<file path="config.mk">
export PLATFORM = sky130hd
export DESIGN_NAME = stopped_vehicle_window_detector
export DESIGN_NICKNAME = d
export VERILOG_FILES = /design/src/svwd_pkg.sv /design/src/svwd_window.sv /design/src/stopped_vehicle_window_detector.sv
export SDC_FILE = /design/constraint.sdc
export NUM_CORES = 1
export LEC_CHECK = 0
export BUFFER_PORTS_ARGS = -buffer_cell sky130_fd_sc_hd__buf_4
export CORE_ASPECT_RATIO = 0.6
export CORE_MARGIN = 2
export CORE_UTILIZATION = 52
export CTS_CLUSTER_SIZE = 25
export DETAILED_ROUTE_END_ITERATION = 8
export HOLD_SLACK_MARGIN = 0.06
export PLACE_DENSITY = 0.85
export SLEW_MARGIN = 0
export SYNTH_ARGS = -nofsm -noshare
export SYNTH_HDL_FRONTEND = slang
export SYNTH_HIERARCHICAL = 1
export SYNTH_SLANG_ARGS = --single-unit
</file>
<file path="constraint.sdc">
create_clock -name clk -period 3.8 [get_ports clk]
set_input_delay 0.76 -clock clk [delete_from_list [all_inputs] [get_ports clk]]
set_output_delay 0.76 -clock clk [all_outputs]
set_load 0.05 [all_outputs]
</file>
<file path="src/svwd_pkg.sv">
`timescale 1ns / 1ps
`default_nettype none
// Package for the stopped vehicle window detector: item types, register map,
// zone codes, sequencer states and window sizing. Depends on nothing.
package svwd_pkg;

	localparam int HISTORY_DEPTH = 5;
	localparam int SLOT_W        = $clog2(HISTORY_DEPTH);
	localparam int ECHO_W        = 10;
	localparam int HUM_W         = 7;
	localparam int PADDR_W       = 4;
	localparam int PDATA_W       = 32;

	localparam logic [ECHO_W-1:0] NEAR_RESET = ECHO_W'(117);
	localparam logic [ECHO_W-1:0] FAR_RESET  = ECHO_W'(291);
	localparam logic [ECHO_W-1:0] SPAN_RESET = ECHO_W'(58);
	localparam logic [HUM_W-1:0]  FOG_RESET  = HUM_W'(75);

	typedef enum logic [1:0] {
		REG_NEAR = 2'd0,
		REG_FAR  = 2'd1,
		REG_SPAN = 2'd2,
		REG_FOG  = 2'd3
	} reg_idx_t;

	typedef enum logic [1:0] {
		ZS_NO_SIGNAL  = 2'd0,
		ZS_NO_VEHICLE = 2'd1,
		ZS_MOVING     = 2'd2,
		ZS_STOPPED    = 2'd3
	} zone_t;

	typedef enum logic [1:0] {
		ST_IDLE,
		ST_SCAN,
		ST_OUT
	} state_t;

	typedef struct packed {
		logic [ECHO_W-1:0] echo_time_us;
		logic [HUM_W-1:0]  humidity_pct;
		logic              humidity_ok;
	} sample_t;

	typedef struct packed {
		logic       green_lamp;
		logic       amber_lamp;
		logic       red_lamp;
		logic [1:0] zone_status;
	} result_t;

	typedef struct packed {
		logic clear;
		logic push;
		logic scan;
	} win_ctrl_t;

	typedef struct packed {
		logic full;
		logic last_slot;
		logic done;
		logic still;
	} win_stat_t;

endpackage
`default_nettype wire

</file>
<file path="src/svwd_window.sv">
`timescale 1ns / 1ps
`default_nettype none
// Echo history ring with a shared min/max unit that scans one entry a cycle.
// Depends on svwd_pkg.
module svwd_window (
	input  wire logic                      clk,
	input  wire logic                      arst_n,
	input  wire svwd_pkg::win_ctrl_t       ctrl,
	input  wire logic [svwd_pkg::ECHO_W-1:0] push_echo,
	input  wire logic [svwd_pkg::ECHO_W-1:0] still_span,
	output svwd_pkg::win_stat_t            stat
);
	import svwd_pkg::*;

	localparam logic [SLOT_W-1:0] LAST = SLOT_W'(HISTORY_DEPTH - 1);

	logic [ECHO_W-1:0] ring_q [HISTORY_DEPTH];
	logic [SLOT_W-1:0] slot_q;
	logic              full_q;
	logic [SLOT_W-1:0] idx_q;
	logic              busy_q;
	logic              done_q;
	logic [ECHO_W-1:0] lo_q;
	logic [ECHO_W-1:0] hi_q;
	logic [ECHO_W-1:0] entry;
	logic [ECHO_W-1:0] span;

	always_ff @(posedge clk) begin
		if (ctrl.push) begin
			ring_q[slot_q] <= push_echo;
		end
	end

	always_ff @(posedge clk or negedge arst_n) begin
		if (!arst_n) begin
			slot_q <= '0;
			full_q <= 1'b0;
		end else if (ctrl.clear) begin
			slot_q <= '0;
			full_q <= 1'b0;
		end else if (ctrl.push) begin
			if (slot_q == LAST) begin
				slot_q <= '0;
				full_q <= 1'b1;
			end else begin
				slot_q <= slot_q + SLOT_W'(1);
			end
		end
	end

	assign entry = ring_q[idx_q];

	always_ff @(posedge clk or negedge arst_n) begin
		if (!arst_n) begin
			busy_q <= 1'b0;
			idx_q  <= '0;
			done_q <= 1'b0;
		end else begin
			done_q <= busy_q && (idx_q == LAST);
			if (ctrl.scan) begin
				busy_q <= 1'b1;
				idx_q  <= '0;
			end else if (busy_q) begin
				if (idx_q == LAST) begin
					busy_q <= 1'b0;
					idx_q  <= '0;
				end else begin
					idx_q <= idx_q + SLOT_W'(1);
				end
			end
		end
	end

	always_ff @(posedge clk) begin
		if (busy_q) begin
			if (idx_q == '0) begin
				lo_q <= entry;
				hi_q <= entry;
			end else begin
				if (entry < lo_q) begin
					lo_q <= entry;
				end
				if (entry > hi_q) begin
					hi_q <= entry;
				end
			end
		end
	end

	assign span           = hi_q - lo_q;
	assign stat.full      = full_q;
	assign stat.last_slot = (slot_q == LAST);
	assign stat.done      = done_q;
	assign stat.still     = (span <= still_span);

endmodule
`default_nettype wire

</file>
<file path="src/stopped_vehicle_window_detector.sv">
`timescale 1ns / 1ps
`default_nettype none
// Stopped vehicle window detector top level: configuration registers, sequencer
// and result register. Depends on svwd_pkg and svwd_window.
//
// Each sample item yields one result item. A timeout, an echo outside the zone, or
// an in-zone echo while the five-entry history is still filling goes from the idle
// state straight to the output state, which loads the result register. Once the
// history is full, an in-zone echo starts a min/max scan that reads one stored entry
// per cycle through a single compare unit; the sequencer waits in the scan state
// until the scan is done and then moves to the output state. The sample channel is
// stalled while an item is being worked on, so the next sample is taken only back in
// the idle state. A result that cannot yet replace a stalled one holds the sequencer. A
// finished result waits in the output register, and the next sample is taken meanwhile.
module stopped_vehicle_window_detector (
	input  wire logic                        clk,
	input  wire logic                        arst_n,
	input  wire logic                        psel,
	input  wire logic                        penable,
	input  wire logic                        pwrite,
	input  wire logic [svwd_pkg::PADDR_W-1:0] paddr,
	input  wire logic [svwd_pkg::PDATA_W-1:0] pwdata,
	output logic      [svwd_pkg::PDATA_W-1:0] prdata,
	output logic                             pready,
	input  wire logic                        sample_valid,
	output logic                             sample_stall,
	input  wire svwd_pkg::sample_t           sample,
	output logic                             result_valid,
	input  wire logic                        result_stall,
	output svwd_pkg::result_t                result
);
	import svwd_pkg::*;

	logic [ECHO_W-1:0] near_q;
	logic [ECHO_W-1:0] far_q;
	logic [ECHO_W-1:0] span_q;
	logic [HUM_W-1:0]  fog_q;
	reg_idx_t          reg_idx;
	logic              cfg_write;

	state_t    state_q;
	state_t    state_next;
	win_ctrl_t win_ctrl;
	win_stat_t win_stat;

	logic    accept;
	logic    timeout;
	logic    in_zone;
	logic    full_after;
	logic    out_free;
	logic    green_q;
	logic    amber_q;
	logic    red_q;
	zone_t   status_q;
	logic    result_valid_q;
	result_t result_q;

	assign pready    = 1'b1;
	assign reg_idx   = reg_idx_t'(paddr[PADDR_W-1:2]);
	assign cfg_write = psel && penable && pwrite && pready;

	always_ff @(posedge clk or negedge arst_n) begin
		if (!arst_n) begin
			near_q <= NEAR_RESET;
			far_q  <= FAR_RESET;
			span_q <= SPAN_RESET;
			fog_q  <= FOG_RESET;
		end else if (cfg_write) begin
			case (reg_idx)
				REG_NEAR: near_q <= pwdata[ECHO_W-1:0];
				REG_FAR:  far_q  <= pwdata[ECHO_W-1:0];
				REG_SPAN: span_q <= pwdata[ECHO_W-1:0];
				REG_FOG:  fog_q  <= pwdata[HUM_W-1:0];
				default: ;
			endcase
		end
	end

	always_comb begin
		case (reg_idx)
			REG_NEAR: prdata = PDATA_W'(near_q);
			REG_FAR:  prdata = PDATA_W'(far_q);
			REG_SPAN: prdata = PDATA_W'(span_q);
			REG_FOG:  prdata = PDATA_W'(fog_q);
			default:  prdata = '0;
		endcase
	end

	assign accept     = sample_valid && !sample_stall;
	assign timeout    = (sample.echo_time_us == '0);
	assign in_zone    = !timeout && (sample.echo_time_us >= near_q)
	                    && (sample.echo_time_us <= far_q);
	assign full_after = win_stat.full || win_stat.last_slot;
	assign out_free   = !result_valid_q || !result_stall;

	always_comb begin
		state_next = state_q;
		case (state_q)
			ST_IDLE: begin
				if (accept) begin
					state_next = (in_zone && full_after) ? ST_SCAN : ST_OUT;
				end
			end
			ST_SCAN: begin
				if (win_stat.done) begin
					state_next = ST_OUT;
				end
			end
			ST_OUT: begin
				if (out_free) begin
					state_next = ST_IDLE;
				end
			end
			default: state_next = ST_IDLE;
		endcase
	end

	always_comb begin
		sample_stall   = (state_q != ST_IDLE);
		win_ctrl.clear = accept && !timeout && !in_zone;
		win_ctrl.push  = accept && in_zone;
		win_ctrl.scan  = accept && in_zone && full_after;
	end

	always_ff @(posedge clk or negedge arst_n) begin
		if (!arst_n) begin
			state_q <= ST_IDLE;
		end else begin
			state_q <= state_next;
		end
	end

	always_ff @(posedge clk or negedge arst_n) begin
		if (!arst_n) begin
			green_q  <= 1'b0;
			amber_q  <= 1'b0;
			red_q    <= 1'b0;
			status_q <= ZS_NO_SIGNAL;
		end else if (accept) begin
			green_q <= sample.humidity_ok && (sample.humidity_pct >= fog_q);
			if (timeout) begin
				status_q <= ZS_NO_SIGNAL;
			end else if (!in_zone) begin
				amber_q  <= 1'b0;
				red_q    <= 1'b0;
				status_q <= ZS_NO_VEHICLE;
			end else if (!full_after) begin
				amber_q  <= 1'b1;
				red_q    <= 1'b0;
				status_q <= ZS_MOVING;
			end
		end else if (state_q == ST_SCAN && win_stat.done) begin
			if (win_stat.still) begin
				amber_q  <= 1'b0;
				red_q    <= 1'b1;
				status_q <= ZS_STOPPED;
			end else begin
				amber_q  <= 1'b1;
				red_q    <= 1'b0;
				status_q <= ZS_MOVING;
			end
		end
	end

	always_ff @(posedge clk or negedge arst_n) begin
		if (!arst_n) begin
			result_valid_q <= 1'b0;
		end else if (state_q == ST_OUT && out_free) begin
			result_valid_q <= 1'b1;
		end else if (!result_stall) begin
			result_valid_q <= 1'b0;
		end
	end

	always_ff @(posedge clk) begin
		if (state_q == ST_OUT && out_free) begin
			result_q.green_lamp  <= green_q;
			result_q.amber_lamp  <= amber_q;
			result_q.red_lamp    <= red_q;
			result_q.zone_status <= status_q;
		end
	end

	assign result_valid = result_valid_q;
	assign result       = result_q;

	svwd_window u_window (
		.clk        (clk),
		.arst_n     (arst_n),
		.ctrl       (win_ctrl),
		.push_echo  (sample.echo_time_us),
		.still_span (span_q),
		.stat       (win_stat)
	);

endmodule
`default_nettype wire

</file>
==> results.toml, run 1 <==
[sta]
clock.fmax_ghz = 0.283
layout_worst_path_cycle_share = 0.931
relSlewSlack = 0.344
setup_viol = 0
setup_tns_ps = 0
slew_viol_final = 0
rsz0062_at_grt = "no"
skew_ps = 14.5
period_needed_ps = 3540
tightest_slew_ps = 980
finalHoldViolCount = 0

[clocking]
clk_pin_slew_worst_paths_ps = 70
cts_setup_buffers = 0
h-tree-depth = 4
clk_latency_ps = 420
cts_resized = 0
cts_tree = "done"
clkSinkCount = 129
clock_path_buffers = 2
postCtsHoldBufs = 0
cts-root-buf = "clkbuf_16"
cts_buffers = 17

[die]
fp.dieW_um = 156
start_util = 0.530
io_pins = 101
die_y_um = 95.2
rows = 33
fp.coreArea_sq_mm = 0.0136
dieArea_sq_mm = 0.0148

[setup_path]
slowest_delay_ps = 420
crit_family = "compound AO/OA/AOI/OAI gates"
cp_cell_sequence = "ha_1, and2_1, o21a_1, a41o_1, o41ai_2, xnor2_1, ha_1, nand3_1, nor2_1, nand2_1, o211ai_1, o21ai_0, nand2_1, o21ai_0, mux2_4"
cp_max_fo = 5
critical_path_required_ps = 4100
crit_slowest_cell = "edfxtp_1"
worst_ep_arrival_time_ps = 3840
crit_buf_inv = 0
critPathCaptureType = "register"
crit_path_start_kind = "register"
crit_type = "register to register"

[logic_synthesis]
ys_seq_area_frac = 0.503
synth_common_cells = "edfxtp_1, ha_1, inv_1"
synth-edff-count = 75
ys_ff_latch = 129
synth_top_area_frac = 0.313
yosys_most_used_dff = "edfxtp_1"
avgSynthCellArea_sq_um = 12.3
yosys-top-cells-area = "edfxtp_1, dfrtp_1, ha_1"
synth.distinct_cells = 64
synth_most_common_cell = "edfxtp_1"
syn_inst = 587
ys_async_sr_fraction = 0.419
syn_area_sq_mm = 0.00720
synth_top_area_cell = "edfxtp_1"
yosys_warnings = 6

[place]
gp_congestion = 0.843
io_buffers = 53
dp.cells = 814
dpl.hpwl_um = 11800

[grt]
track_usage = 0.234
grt_max_degree = 55
grt_pass1_vias = 4924
antenna_found_initial = 0
gr-total-overflow = 0
grt_pass1_wl_um = 25700

[power]
pwr_density_cell_mw_per_mm2 = 531
ir_worst_vdd_mv = 0.327
p_leak_nw = 3.57

[drt]
wl_per_cell_um = 19.3
vias = 4947
wirelength_um = 16400
drtIter0Drc = 382
drc_errors = 0
drt-vias-per-instance = 5.85
drtPass1Iterations = 5
ant_nets = 0

[worst_hold_path]
hp-class = "input pin to async pin"

[final_layout]
area_delta_synth_final_pct = 16.5
final_cell_count_no_fill = 846
drive_gt1_frac = 0.280
n_antenna_cell = 0
nNetsFinal = 789

[outcome]
status = "finished clean"

[job]
drv_cap = 0
-- metal layers --
layer / vias up / wire, um / part of all wire / GRT usage
met5: - / 0 / 0 / 0
met4: 0 / 263 / 0.016 / 0.0765
met3: 30 / 1110 / 0.068 / 0.0500
met2: 196 / 7720 / 0.47 / 0.378
met1: 2490 / 7270 / 0.44 / 0.321
li1: 2231 / - / - / -
-- final cells by class --
class / instances / area (sq um)
Clock buffer: 17 / 425
Clock inverter: 15 / 196
Fill cell: 1018 / 5190
Inverter: 68 / 255
Multi-Input combinational cell: 376 / 3180
Sequential cell: 129 / 3620
Tap cell: 175 / 219
Timing Repair Buffer: 66 / 495
-- kinds of logic after synthesis --
logic type      Yosys count  share of synthesized area
simple gates            117                     0.0851
flops                   129                      0.503
fa+ha+maj                70                      0.123
compound gates           95                     0.0868
xor+xnor                  8                    0.00973
other cells               2                    0.00104
buf+inv                 103                     0.0669
mux                      63                      0.125
-- worst paths after layout --
path,start,endpoint,slack [ps],cells past startpoint
max,u_window/hi_q[4],status_q[0],260,15
min,arst_n,u_window/idx_q[0],370,1
max reg2reg,u_window/hi_q[4],status_q[0],260,15
min reg2reg,green_q,result[4],460,0
max in group asynchronous,arst_n,u_window/slot_q[2],2930,1
min in group clk,green_q,result[4],460,0
-- report_power, final --
group	total [mW]	leakage [nW]	switching, mW	internal, mW
logic	0.959	1.95	0.586	0.373
registers	1.77	1.32	0.103	1.67
clock network	1.72	0.295	0.670	1.05
-- cell usage in the layout, fill, tap and decap left out, drive strengths merged, types with 10 or more instances in the layout --
cell type	synthesis	layout
buf	28	66
clkbuf	7	17
ha	69	69
inv	68	75
mux2	41	41
dfrtp	37	37
edfxtp	75	75
a21oi	26	26
mux4	17	17
dfstp	17	17
nor2	28	28
nand2	32	32
nor3	10	10
conb	2	23
o21ai	28	28
nand2b	11	11
-- through the flow --
step,util,hold slack [ps],setup slack [ps],power (mW),instance area (sq um)
finish,0.618,371,264,4.46,8390
global route,0.618,413,131,4.62,8390
CTS,0.618,392,318,4.46,8390
detailed placement,0.572,441,366,2.74,7770
global placement,0.572,440,411,2.68,7770
floorplan,-,425,83.1,2.46,7280
-- sequential cells by signal, indices dropped and copies added (netlist names) --
name             count
result               5
result_valid         1
u_window/hi_q       10
status_q             2
u_window/done_q      1
u_window/full_q      1
u_window/slot_q      3
amber_q              1
span_q              10
u_window/lo_q       10
u_window/ring_q     50
far_q               10
state_q              2
u_window/busy_q      1
near_q              10
green_q              1
u_window/idx_q       3
red_q                1
fog_q                7
Note: power is estimated with default switching activity, not from simulation.
==> run 2, diff against run 1 <==
--- a/config.mk
+++ b/config.mk
@@ -8,11 +8,13 @@
 export BUFFER_PORTS_ARGS = -buffer_cell sky130_fd_sc_hd__buf_4
 export CORE_ASPECT_RATIO = 0.6
 export CORE_MARGIN = 2
-export CORE_UTILIZATION = 52
+export CORE_UTILIZATION = 54
+export CTS_BUF_LIST = sky130_fd_sc_hd__clkbuf_2
 export CTS_CLUSTER_SIZE = 25
 export DETAILED_ROUTE_END_ITERATION = 8
 export HOLD_SLACK_MARGIN = 0.06
-export PLACE_DENSITY = 0.85
+export PLACE_DENSITY = 0.88
+export SETUP_SLACK_MARGIN = 0.02
 export SLEW_MARGIN = 0
 export SYNTH_ARGS = -nofsm -noshare
 export SYNTH_HDL_FRONTEND = slang
==> results.toml, run 2 (same netlist as run 1, synthesis figures left out) <==
[outcome]
status = "finished clean"

[setup_path]
r2r_cells = 17
crit_slowest_cell = "edfxtp_1"
crit_type = "register to register"
timing.rr.end = "status_q[0]"
slowest_delay_ps = 460
crit_path_start_kind = "register"
critical_path_required_ps = 4410
cp_max_fo = 2
r2r-start = "u_window/hi_q[0]"
cp_cell_sequence = "inv_1, ha_1, fa_1, inv_1, a21o_1, a41o_1, o41ai_2, xnor2_1, ha_1, nand3_1, nor2_1, nand2_1, o211ai_1, o21ai_0, nand2_1, o21ai_0, mux2_4"
rrSetupSlack_ps = 310
critPathCaptureType = "register"
crit_start = "u_window/hi_q[0]"
crit_family = "compound AO/OA/AOI/OAI gates"
crit_buf_inv = 2
worst_ep_arrival_time_ps = 4100

[die]
fp.dieW_um = 153
fp.coreArea_sq_mm = 0.0129
dieArea_sq_mm = 0.0143
rows = 32
io_pins = 101
die_y_um = 93.5
start_util = 0.557

[clocking]
cts_buffers = 17
cts_setup_buffers = 0
cts_tree = "done"
postCtsHoldBufs = 1
clk_latency_ps = 720
clk_pin_slew_worst_paths_ps = 220
h-tree-depth = 4
clock_path_buffers = 2
cts_resized = 0
clkSinkCount = 129
cts-root-buf = "clkbuf_2"

[job]
drv_cap = 0

[sta]
setup_tns_ps = 0
skew_ps = 50.0
slew_viol_final = 0
layout_setup_ws_ps = 312
clock.fmax_ghz = 0.287
finalHoldViolCount = 0
layout_worst_path_cycle_share = 0.918
rsz0062_at_grt = "no"
period_needed_ps = 3490
setup_viol = 0
relSlewSlack = 0.364
tightest_slew_ps = 950

[final_layout]
nFillCells = 1000
nNetsFinal = 790
final_common_cell = "edfxtp_1"
largest_register_ffs = 50
area_delta_synth_final_pct = 11.6
drive_gt1_frac = 0.280
final_cell_mix = "edfxtp_1, ha_1, inv_1"
largest-register = "u_window/ring_q"

[power]
p_leak_nw = 3.45
ir_worst_vdd_mv = 0.422
pwr_density_cell_mw_per_mm2 = 459

[grt]
track_usage = 0.241
grt_pass1_vias = 5002
grt_max_degree = 55
grt_pass1_wl_um = 26200
gr-total-overflow = 0
antenna_found_initial = 0

[worst_hold_path]
min_to = "result_valid"
holdPathStages = 3
hp-class = "input pin to register"
holdCritStartpoint = "result_stall"

[drt]
ant_nets = 0
drc_errors = 0
drt-vias-per-instance = 5.80
drtIter0Drc = 411
wirelength_um = 15900
drtPass1Iterations = 5
vias = 4887
wl_per_cell_um = 18.9

[place]
dpl.hpwl_um = 11800
io_buffers = 53
gp_congestion = 0.847
pre_cts_slack_ps = 411
==> run 2: changes by cell type in the layout (fill, tap and decap cells not counted), moves of 2 or more <==
cell        change
clkinvlp_4      -3
inv_2           +2
clkbuf_16      -17
inv_6           -4
clkbuf_2       +20
clkinv_2        +3
clkinv_4        -2
inv_4           +2
inv_8           -2
==> run 2: worst max-delay path by stage <==
stage                     depth (start not counted)  slack, ps               endpoint
after floorplan                                   8         80  u_window/ring_q[4][0]
after global placement                           11        450  u_window/ring_q[1][6]
after detailed placement                         11        410  u_window/ring_q[1][6]
after CTS                                        17        380            status_q[0]
after global routing                             17        140            status_q[0]
final                                            17        310            status_q[0]
==> run 2: per-stage QoR <==
step	hold WS [ps]	cell area, sq um	power, mW	std cells	utilization
2_1_floorplan	425	7280	2.46	608	-
6_report	253	8040	3.69	843	0.622
5_1_grt	191	8040	3.88	842	0.622
3_5_place_dp	434	7760	2.74	809	0.600
4_1_cts	219	8040	3.69	842	0.622
3_3_place_gp	445	7760	2.68	809	0.600
==> run 2: area by class of cell <==
| cell class | count | area, sq um | area share |
|---|---|---|---|
| Antenna cell | 1 | 2.50 | 0.000311 |
| Clock buffer | 20 | 100 | 0.0124 |
| Clock inverter | 12 | 164 | 0.0204 |
| Inverter | 68 | 255 | 0.0317 |
| Multi-Input combinational cell | 376 | 3180 | 0.395 |
| Sequential cell | 129 | 3620 | 0.451 |
| Tap cell | 170 | 213 | 0.0265 |
| Timing Repair Buffer | 67 | 505 | 0.0629 |
==> run 2: worst min-delay path: stages <==
cell,delay (ps)
buf_4,90
nand2_1,60
nand2_1,60
==> run 2: per-layer routing <==
| layer | global-route usage | vias up | wire length [um] |
|---|---|---|---|
| met5 | 0 | - | 0 |
| met4 | 0.0756 | 0 | 263 |
| met3 | 0.0519 | 28 | 1270 |
| met2 | 0.392 | 188 | 7610 |
| met1 | 0.329 | 2431 | 6790 |
| li1 | - | 2240 | - |
==> run 2: power by group <==
group          total, mW  internal [mW]  switching [mW]
clock              0.959          0.438           0.521
sequential          1.77           1.67           0.103
combinational      0.958          0.374           0.584
total               3.69           2.48            1.21
==> run 3, diff against run 2 <==
--- a/config.mk
+++ b/config.mk
@@ -8,12 +8,13 @@
 export BUFFER_PORTS_ARGS = -buffer_cell sky130_fd_sc_hd__buf_4
 export CORE_ASPECT_RATIO = 0.6
 export CORE_MARGIN = 2
-export CORE_UTILIZATION = 54
+export CORE_UTILIZATION = 64
 export CTS_BUF_LIST = sky130_fd_sc_hd__clkbuf_2
 export CTS_CLUSTER_SIZE = 25
 export DETAILED_ROUTE_END_ITERATION = 8
+export GPL_ROUTABILITY_DRIVEN = 1
 export HOLD_SLACK_MARGIN = 0.06
-export PLACE_DENSITY = 0.88
+export PLACE_DENSITY = 0.95
 export SETUP_SLACK_MARGIN = 0.02
 export SLEW_MARGIN = 0
 export SYNTH_ARGS = -nofsm -noshare
==> constraint.sdc (replaced) <==
create_clock -name clk -period 4.12 [get_ports clk]
set_input_delay 0.824 -clock clk [delete_from_list [all_inputs] [get_ports clk]]
set_output_delay 0.824 -clock clk [all_outputs]
set_load 0.05 [all_outputs]
==> results.toml, run 3 (same netlist as run 1, synthesis figures left out) <==
[setup_path]
crit_path_end = "amber_q"
cp_cell_sequence = "inv_1, ha_1, fa_1, inv_1, a21o_1, a41o_1, o41ai_2, xnor2_1, ha_1, nand3_1, nor2_1, nand2_1, o21ai_0, nor3b_1, a221o_1"
cp_max_fo = 2
timing.rr.end = "amber_q"
worst_ep_arrival_time_ps = 4250
crit_slowest_cell = "o21ai_0"
critical_path_required_ps = 4700
r2r_cells = 15
crit_buf_inv = 2
rrSetupSlack_ps = 450
crit_family = "compound AO/OA/AOI/OAI gates"
crit_start = "u_window/hi_q[0]"
crit_type = "register to register"
r2r-start = "u_window/hi_q[0]"
slowest_delay_ps = 590
crit_path_start_kind = "register"
critPathCaptureType = "register"
crit_cells = 15

[die]
fp.coreArea_sq_mm = 0.0108
dieArea_sq_mm = 0.0121
start_util = 0.669
io_pins = 101
fp.dieW_um = 141
rows = 29
die_y_um = 86.2

[place]
dpl.hpwl_um = 12200
dpl_cell_area_sq_mm = 0.00771
io_buffers = 53
gp_congestion = 0.920

[worst_hold_path]
hp-class = "input pin to async pin"

[power]
switching_share = 0.340
ir_worst_vdd_mv = 0.331
p_int_mw = 2.10
p_clk_frac = 0.210
pwr-share-comb = 0.277
pwr_density_cell_mw_per_mm2 = 403
p_switching_mw = 1.08
p_seq_frac = 0.513
p_leak_nw = 3.40

[sta]
period_needed_ps = 3670
relSlewSlack = 0.296
skew_ps = 24.8
slew_viol_final = 0
rsz0062_at_grt = "no"
layout_worst_path_cycle_share = 0.891
setup_viol = 0
setup_tns_ps = 0
clock.fmax_ghz = 0.272
finalHoldViolCount = 0
tightest_slew_ps = 1050

[drt]
drt-vias-per-instance = 6.09
wl_per_cell_um = 19.9
drtIter0Drc = 483
ant_nets = 0
vias = 4928
wirelength_um = 16100
drc_errors = 0
drtPass1Iterations = 6

[final_layout]
largest_register_ffs = 50
final_cell_mix = "edfxtp_1, ha_1, inv_1"
nNetsFinal = 787
area_delta_synth_final_pct = 9.60
final_common_cell = "edfxtp_1"
largest-register = "u_window/ring_q"
stdcell_area_sq_mm = 0.00790
drive_gt1_frac = 0.275

[clocking]
cts-root-buf = "clkbuf_2"
h-tree-depth = 4
clk_latency_ps = 680
cts_setup_buffers = 0
clk_pin_slew_worst_paths_ps = 180
cts_tree = "done"
postCtsHoldBufs = 0
cts_resized = 0
cts_buffers = 17
clkSinkCount = 129
clock_path_buffers = 2

[grt]
grtUsageMet2 = 0.478
grt_pass1_wl_um = 26100
grt_max_degree = 55
track_usage = 0.286
antenna_found_initial = 0
gr-total-overflow = 0
grtUsageMet3 = 0.0751
use_met1 = 0.374
top_usage_layer = "met2"
grt_pass1_vias = 5114

[job]
drv_cap = 0

[outcome]
status = "finished clean"
==> run 3: cell count changes in the layout (fill, tap and decap cells not counted) <==
cell	before	now
inv_4	2	1
buf_4	66	64
dlygate4sd3_1	1	0
clkinv_2	3	4
clkbuf_2	20	23
inv_2	3	2
inv_6	1	0
bufinv_16	4	1
clkinv_1	0	2
==> run 3: final cells by class <==
class                           count  area, sq um
Timing Repair Buffer               64          480
Antenna cell                        1         2.50
Fill cell                         672         2880
Clock buffer                       23          115
Inverter                           68          255
Clock inverter                      9         67.6
Tap cell                          139          174
Multi-Input combinational cell    376         3180
Sequential cell                   129         3620
==> run 3: power groups by stage <==
stage / clock, mW / combinational [mW] / sequential, mW
3_3_place_gp: 0 / 0.814 / 1.65
5_1_grt: 0.742 / 0.959 / 1.65
3_5_place_dp: 0 / 0.869 / 1.66
6_report: 0.668 / 0.883 / 1.63
2_1_floorplan: 0 / 0.604 / 1.66
4_1_cts: 0.678 / 0.876 / 1.63
==> run 3: how the worst min path moves through the flow <==
stage,startpoint,to,slack [ps],cells after the start
finish,arst_n,u_window/idx_q[1],150,1
floorplan,status_q[1],result[1],420,0
global route,arst_n,u_window/idx_q[1],130,1
detailed placement,status_q[0],result[0],440,0
global placement,green_q,result[4],430,0
CTS,arst_n,u_window/idx_q[1],140,1
==> run 3: metrics by stage <==
stage	hold WS, ps	power, mW	util	setup slack, ps	instances
after floorplan	425	2.27	-	339	608
after global placement	432	2.46	0.716	495	776
after detailed placement	438	2.53	0.716	304	776
after CTS	142	3.19	0.732	574	808
after global routing	130	3.35	0.732	218	808
final	145	3.18	0.733	447	809
==> run 3: per-layer routing <==
metal	part of all wire	wire (um)
met1	0.41	6670
met3	0.079	1280
met2	0.48	7760
met4	0.024	391
met5	0	0
